===== src/sv/bda_pkg.sv =====
package bda_pkg;

  localparam int IN_W   = 11;
  localparam int TICK_W = 32;
  localparam int DEB_W  = 8;
  localparam int REP_W  = 16;
  localparam int CFG_W  = 16;
  localparam int CFG_IDX_W = 1;

  localparam logic [CFG_IDX_W-1:0] CFG_DEBOUNCE = 1'd0;
  localparam logic [CFG_IDX_W-1:0] CFG_REPEAT   = 1'd1;

  localparam logic [DEB_W-1:0] DEB_RESET = 8'd1;
  localparam logic [REP_W-1:0] REP_RESET = 16'd5;

  // Shared controls for the per-button cells
  typedef struct packed {
    logic             upd;
    logic [TICK_W-1:0] tick;
    logic [DEB_W-1:0]  deb;
  } bda_ctl_t;

endpackage


===== src/sv/bda_btn.sv =====
module bda_btn
  import bda_pkg::*;
(
  input  logic     clk,
  input  logic     rst_n,
  input  bda_ctl_t ctl,
  input  logic     cur,
  output logic     stable_nxt
);

  logic              stable_r;
  logic              cand_r;
  logic              cand_nxt;
  logic [TICK_W-1:0] time_r;
  logic [TICK_W-1:0] time_nxt;
  logic [TICK_W-1:0] dt;

  assign dt = ctl.tick - time_r;

  always_comb begin
    stable_nxt = stable_r;
    cand_nxt   = cand_r;
    time_nxt   = time_r;
    if (cur == stable_r) begin
      cand_nxt = stable_r;
    end else if (cand_r == stable_r) begin
      cand_nxt = cur;
      time_nxt = ctl.tick;
    end else if (dt > {{(TICK_W-DEB_W){1'b0}}, ctl.deb}) begin
      stable_nxt = cand_r;
    end
  end

  always_ff @(posedge clk) begin
    if (!rst_n) begin
      stable_r <= 1'b0;
      cand_r   <= 1'b0;
      time_r   <= '0;
    end else if (ctl.upd) begin
      stable_r <= stable_nxt;
      cand_r   <= cand_nxt;
      time_r   <= time_nxt;
    end
  end

endmodule


===== src/sv/bda_report.sv =====
module bda_report
  import bda_pkg::*;
#(
  parameter int BUTTON_COUNT = 11
) (
  input  logic                    clk,
  input  logic                    rst_n,
  input  logic                    advance,
  input  logic [TICK_W-1:0]       tick,
  input  logic [BUTTON_COUNT-1:0] vec_nxt,
  input  logic [REP_W-1:0]        repeat_period,
  input  logic                    out_ready,
  output logic                    same_tick,
  output logic                    out_valid,
  output logic [IN_W-1:0]         out_reported_buttons,
  output logic                    out_is_repeat
);

  logic [BUTTON_COUNT-1:0] last_rep_r;
  logic [TICK_W-1:0]       last_tick_r;
  logic                    out_valid_r;
  logic [IN_W-1:0]         out_rep_r;
  logic [IN_W-1:0]         out_rep_nxt;
  logic                    out_rpt_r;
  logic [TICK_W-1:0]       since;
  logic                    unchanged;
  logic                    emit;

  assign same_tick = (tick == last_tick_r);
  assign since     = tick - last_tick_r;
  assign unchanged = (vec_nxt == last_rep_r);
  assign emit      = !same_tick &&
                     (!unchanged ||
                      ((vec_nxt != '0) &&
                       (since > {{(TICK_W-REP_W){1'b0}}, repeat_period})));

  // Only the low input-width bits of the vector go out
  for (genvar j = 0; j < IN_W; j++) begin : g_out
    if (j < BUTTON_COUNT) begin : g_on
      assign out_rep_nxt[j] = vec_nxt[j];
    end else begin : g_off
      assign out_rep_nxt[j] = 1'b0;
    end
  end

  always_ff @(posedge clk) begin
    if (!rst_n) begin
      out_valid_r <= 1'b0;
      last_rep_r  <= '0;
      last_tick_r <= '0;
    end else begin
      if (advance) begin
        out_valid_r <= emit;
      end else if (out_ready) begin
        out_valid_r <= 1'b0;
      end
      if (advance && emit) begin
        last_rep_r  <= vec_nxt;
        last_tick_r <= tick;
      end
    end
  end

  always_ff @(posedge clk) begin
    if (advance && emit) begin
      out_rep_r <= out_rep_nxt;
      out_rpt_r <= unchanged;
    end
  end

  assign out_valid            = out_valid_r;
  assign out_reported_buttons = out_rep_r;
  assign out_is_repeat        = out_rpt_r;

endmodule


===== src/sv/button_debounce_autorepeat.sv =====
// An accepted item waits in the stage register until the output register has room;
// its report, if any, is then registered in the output register.
// Throughput: one item per cycle; the input stage only waits while a report
// sits unread in the output register.
// Reset (synchronous, active low): all button state and report history clear,
// debounce_ticks returns to 1 and repeat_period to 5.
module button_debounce_autorepeat
  import bda_pkg::*;
#(
  parameter int BUTTON_COUNT = 11
) (
  input  logic                 clk,
  input  logic                 rst_n,
  input  logic                 in_valid,
  output logic                 in_ready,
  input  logic [TICK_W-1:0]    in_tick_now,
  input  logic [IN_W-1:0]      in_pressed_now,
  output logic                 out_valid,
  input  logic                 out_ready,
  output logic [IN_W-1:0]      out_reported_buttons,
  output logic                 out_is_repeat,
  input  logic                 cfg_we,
  input  logic [CFG_IDX_W-1:0] cfg_index,
  input  logic [CFG_W-1:0]     cfg_wdata
);

  logic [DEB_W-1:0]        deb_r;
  logic [REP_W-1:0]        rep_r;
  logic                    stg_valid_r;
  logic [TICK_W-1:0]       stg_tick_r;
  logic [IN_W-1:0]         stg_pressed_r;
  logic                    advance;
  logic                    same_tick;
  logic [BUTTON_COUNT-1:0] cur;
  logic [BUTTON_COUNT-1:0] vec_nxt;
  bda_ctl_t                ctl;

  always_ff @(posedge clk) begin
    if (!rst_n) begin
      deb_r <= DEB_RESET;
      rep_r <= REP_RESET;
    end else if (cfg_we) begin
      case (cfg_index)
        CFG_DEBOUNCE: deb_r <= cfg_wdata[DEB_W-1:0];
        CFG_REPEAT:   rep_r <= cfg_wdata[REP_W-1:0];
        default: ;
      endcase
    end
  end

  // Staged item is consumed once the output register has room
  assign advance  = stg_valid_r && (!out_valid || out_ready);
  assign in_ready = !stg_valid_r || advance;

  always_ff @(posedge clk) begin
    if (!rst_n) begin
      stg_valid_r <= 1'b0;
    end else if (in_ready) begin
      stg_valid_r <= in_valid;
    end
  end

  always_ff @(posedge clk) begin
    if (in_ready && in_valid) begin
      stg_tick_r    <= in_tick_now;
      stg_pressed_r <= in_pressed_now;
    end
  end

  assign ctl.upd  = advance && !same_tick;
  assign ctl.tick = stg_tick_r;
  assign ctl.deb  = deb_r;

  for (genvar i = 0; i < BUTTON_COUNT; i++) begin : g_btn
    if (i < IN_W) begin : g_in
      assign cur[i] = stg_pressed_r[i];
    end else begin : g_rel
      assign cur[i] = 1'b0;
    end

    bda_btn u_btn (
      .clk        (clk),
      .rst_n      (rst_n),
      .ctl        (ctl),
      .cur        (cur[i]),
      .stable_nxt (vec_nxt[i])
    );
  end

  bda_report #(
    .BUTTON_COUNT (BUTTON_COUNT)
  ) u_report (
    .clk                  (clk),
    .rst_n                (rst_n),
    .advance              (advance),
    .tick                 (stg_tick_r),
    .vec_nxt              (vec_nxt),
    .repeat_period        (rep_r),
    .out_ready            (out_ready),
    .same_tick            (same_tick),
    .out_valid            (out_valid),
    .out_reported_buttons (out_reported_buttons),
    .out_is_repeat        (out_is_repeat)
  );

endmodule

===== config.mk =====
export PLATFORM = sky130hd
export DESIGN_NAME = button_debounce_autorepeat
export DESIGN_NICKNAME = d
export VERILOG_FILES = /design/src/sv/bda_pkg.sv /design/src/sv/bda_btn.sv /design/src/sv/bda_report.sv /design/src/sv/button_debounce_autorepeat.sv
export SDC_FILE = /design/constraint.sdc
export NUM_CORES = 2
export LEC_CHECK = 0
export BUFFER_PORTS_ARGS = -buffer_cell sky130_fd_sc_hd__clkbuf_2
export CORE_UTILIZATION = 40
export DETAILED_ROUTE_END_ITERATION = 7
export PLACE_DENSITY = 0.53
export RECOVER_POWER = 50
export SYNTH_ARGS = -nofsm -noshare
export SYNTH_HDL_FRONTEND = slang
export SYNTH_SLANG_ARGS = --single-unit

===== constraint.sdc =====
create_clock -name clk -period 9.3 [get_ports clk]
set_input_delay 0.93 -clock clk [delete_from_list [all_inputs] [get_ports clk]]
set_output_delay 0.93 -clock clk [all_outputs]
set_load 0.01 [all_outputs]

==> results.cfg <==
[finish]
multi_input_comb_area_sq_um = 32500
fill_cells = 12069
final_common_cell = nand2_1
areaGrowthSynthToFinish_pct = 9.00
fin_nets = 6978
layout.area.seq_sq_um = 10500
utilization_pct = 44.0
final_layout_size_suffix_gt1_share_pct = 5.31
commonest_cells_after_routing_fill_and_taps_aside = 1,161 x nand2_1, 873 x a21oi_1, 515 x inv_1

[detailed_routing]
route.antenna.remaining_nets = 0
firstDrtPassIters = 8
post-route-drc-count = 26
vias_per_cell = 5.91
vias = 47100
wl_per_cell_um = 21.3
drt-initial-drc-count = 3746
postRouteWirelength_um = 169000

[clock_tree]
clock_sinks = 498
clk_root_buffer_cell = clkbuf_16
cts_tree = yes
numCtsBuffers = 66
worstSkewPairLatency_ns = 0.65
cts.repair_timing.setup_buffer_count = 0
cts.reportedPaths.clkPinSlew_ns = 0.06
htree_levels = 3
ctsHoldBuffers = 0
cts-root-to-sink-buffers = 3
post_cts.resized_instances = 0

[grt]
initial_antenna_violation_count = 8
grt.total_usage_pct = 28.2
grt_start_max_net_pins = 82
grt_pass1_wl_um = 259000
grt-ovfl-total = 0
first_global_vias = 42891

[power_and_ir_drop]
pwr-share-clk_pct = 35.4
combinationalPowerShare_pct = 34.1
p_sw_share_pct = 36.9
intPower_uw = 4940
pleak_uw = 0.0185
powerDensity_nw_per_um2 = 156
vdd_drop_max_mv = 0.145
p_switching_uw = 2900
share_seq_of_total_power_pct = 30.5

[timing]
setup_violations = 0
setup_repair_after_global_routing_missed_its_margin = no
final_min_period_over_clock_period_pct = 92.2
post-route-min-period_ns = 8.57
timing.final.max_slew_violations = 315
final_critical_path_setup_slack_ns = 0.726
max_slew.worst_pin.slew_ns = 4.26
finalHoldViolCount = 0
achievable-frequency_ghz = 0.117
fin_skew_ns = 0.0256
fin_setup_tns_ns = 0
slew_headroom_pct = -184

[logic_synthesis]
synth_area_per_cell_sq_um = 7.12
async_sr_flop_fraction_pct = 0
synth_warnings = 0
syn-cell-area_sq_um = 46200
syn_nets = 7061
sequential_to_total_area_share_from_yosys_stat_pct = 22.8
postSynth.topFlopCell = dfxtp_1
ys_seq_elements = 498
syn_inst = 6486
post_synth_num_cell_types = 99
synth_edf_count = 55

[critical_path]
critical_path_arrival_ns = 9.13
worst_r2r_endpoint = u_report.last_rep_r[7]$_SDFFE_PN0P_
path_max_fanout = 43
crit_type = reg -> reg
cp-end-kind = flop
worst_path_max_delay_cell = edfxtp_1
worstPathRequired_ns = 9.85
worst-r2r-setup-slack_ns = 0.73
depth_of_the_most_critical_reg_to_reg_path = 26
start_kind = flop
slowest_delay_ns = 0.91
r2r_start = stg_tick_r[0]$_DFFE_PP_

[die]
core_region_area_sq_um = 115000
initial_core_util_pct = 40.4
design.die.area_sq_um = 117000
io-pin-count = 79
rows = 124
die_width_um = 342
chipHeight_um = 342

[placed_design]
hpwl_um = 125000
post-place-ws_ns = 0.854
gpl.final_weighted_congestion = 0.936
numPortBuffers = 78

[hold_path]
hold_depth = 1
hold_start = in_tick_now[29]
end_point_of_the_most_critical_hold_path = stg_tick_r[29]$_DFFE_PP_
worst_hold_path_type = in -> reg

[flow_run]
max_cap_violations = 8

[status]
violations = DRC, capacitance limit, slew limit
run_status = finished with violations
==> cells in the mapped netlist, types with 100 or more instances <==
| cell | instances | area share (%) |
|---|---|---|
| nand2_1 | 1161 | 9.4 |
| a21oi_1 | 873 | 9.5 |
| xnor2_1 | 128 | 2.4 |
| clkbuf_1 | 278 | 2.3 |
| nand3_1 | 173 | 1.9 |
| nand4_1 | 128 | 1.7 |
| a21o_1 | 133 | 2.2 |
| nor2_1 | 310 | 2.5 |
| nor3_1 | 100 | 1.1 |
| inv_1 | 515 | 4.2 |
| o21ai_0 | 245 | 2.7 |
| ha_1 | 498 | 13 |
| dfxtp_1 | 443 | 19 |
==> cell families after synthesis <==
group	synth area share, %
and+or+nand+nor	22.5
muxes	1.35
AOI/OAI and AO/OA	28.3
buffers and inverters	7.04
xor gates and xnor gates	4.08
DFF	22.8
adders and majority gates	14.0
==> power by group through the flow <==
| stage | logic, uW | registers [uW] | clock network [uW] |
|---|---|---|---|
| 2_1_floorplan | 1920 | 2410 | 0 |
| 3_3_place_gp | 2620 | 2430 | 0 |
| 3_5_place_dp | 2630 | 2430 | 0 |
| 4_1_cts | 2650 | 2390 | 2830 |
| 5_1_grt | 2960 | 2400 | 2920 |
| 6_report | 2670 | 2390 | 2780 |
==> sequential cells by signal, indices dropped and copies added, names as in the netlist <==
signal                         cells
cur                               11
u_report.last_tick_r              32
u_report.out_valid                 1
stg_valid_r                        1
u_report.out_is_repeat             1
u_report.out_reported_buttons     11
rep_r                             16
stg_tick_r                        32
u_report.last_rep_r               11
g_btn.u_btn.cand_r                11
g_btn.u_btn.stable_r              11
deb_r                              8
g_btn.u_btn.time_r               352
==> critical path: cells and delay by family (launching register included) <==
family,cells,cell delay [ns]
flops,1,0.91
compound gates,9,1.89
buf+inv,3,1.56
xor+xnor,1,0.13
fa+ha+maj,3,1.15
simple gates,10,2.81
==> area by class of cell <==
class / instances / share of cell area [%]
clock buffers: 86 / 3.80
multi-input cells: 5135 / 64.5
clock inverters: 36 / 0.827
well taps: 1512 / 3.76
diodes: 1 / 0.00497
inverters: 518 / 3.88
flip-flops and latches: 498 / 20.9
repair buffers: 184 / 2.32
==> metal layers <==
layer | up-vias | GRT usage [%] | wire length (um)
li1 | 23077 | - | -
met1 | 22451 | 40.6 | 81500
met2 | 1337 | 44.3 | 74100
met3 | 235 | 2.61 | 8980
met4 | 0 | 8.35 | 4860
met5 | - | 0 | 0
==> through the flow <==
step	power, uW	hold WS, ns	cell area [sq um]	std cells
6_report	7840	0.448	50400	7970
5_1_grt	8280	0.437	50400	7969
4_1_cts	7870	0.421	50400	7969
3_5_place_dp	5060	0.446	48100	7847
3_3_place_gp	5050	0.442	48100	7847
2_1_floorplan	4320	0.436	46200	6486
==> worst max-delay path by stage <==
stage                             from  cells after the start  slack [ns]                                   to
6_report       stg_tick_r[0]$_DFFE_PP_                     26        0.73  u_report.last_rep_r[7]$_SDFFE_PN0P_
5_1_grt        stg_tick_r[0]$_DFFE_PP_                     25        0.06  u_report.last_rep_r[7]$_SDFFE_PN0P_
4_1_cts        stg_tick_r[0]$_DFFE_PP_                     26        0.75  u_report.last_rep_r[7]$_SDFFE_PN0P_
3_5_place_dp   stg_tick_r[0]$_DFFE_PP_                     26        0.85  u_report.last_rep_r[7]$_SDFFE_PN0P_
3_3_place_gp   stg_tick_r[0]$_DFFE_PP_                     26        1.05  u_report.last_rep_r[7]$_SDFFE_PN0P_
2_1_floorplan  stg_tick_r[1]$_DFFE_PP_                     23        2.49     u_report.out_is_repeat$_DFFE_PP_
Note: power is estimated with default switching activity, not from simulation.
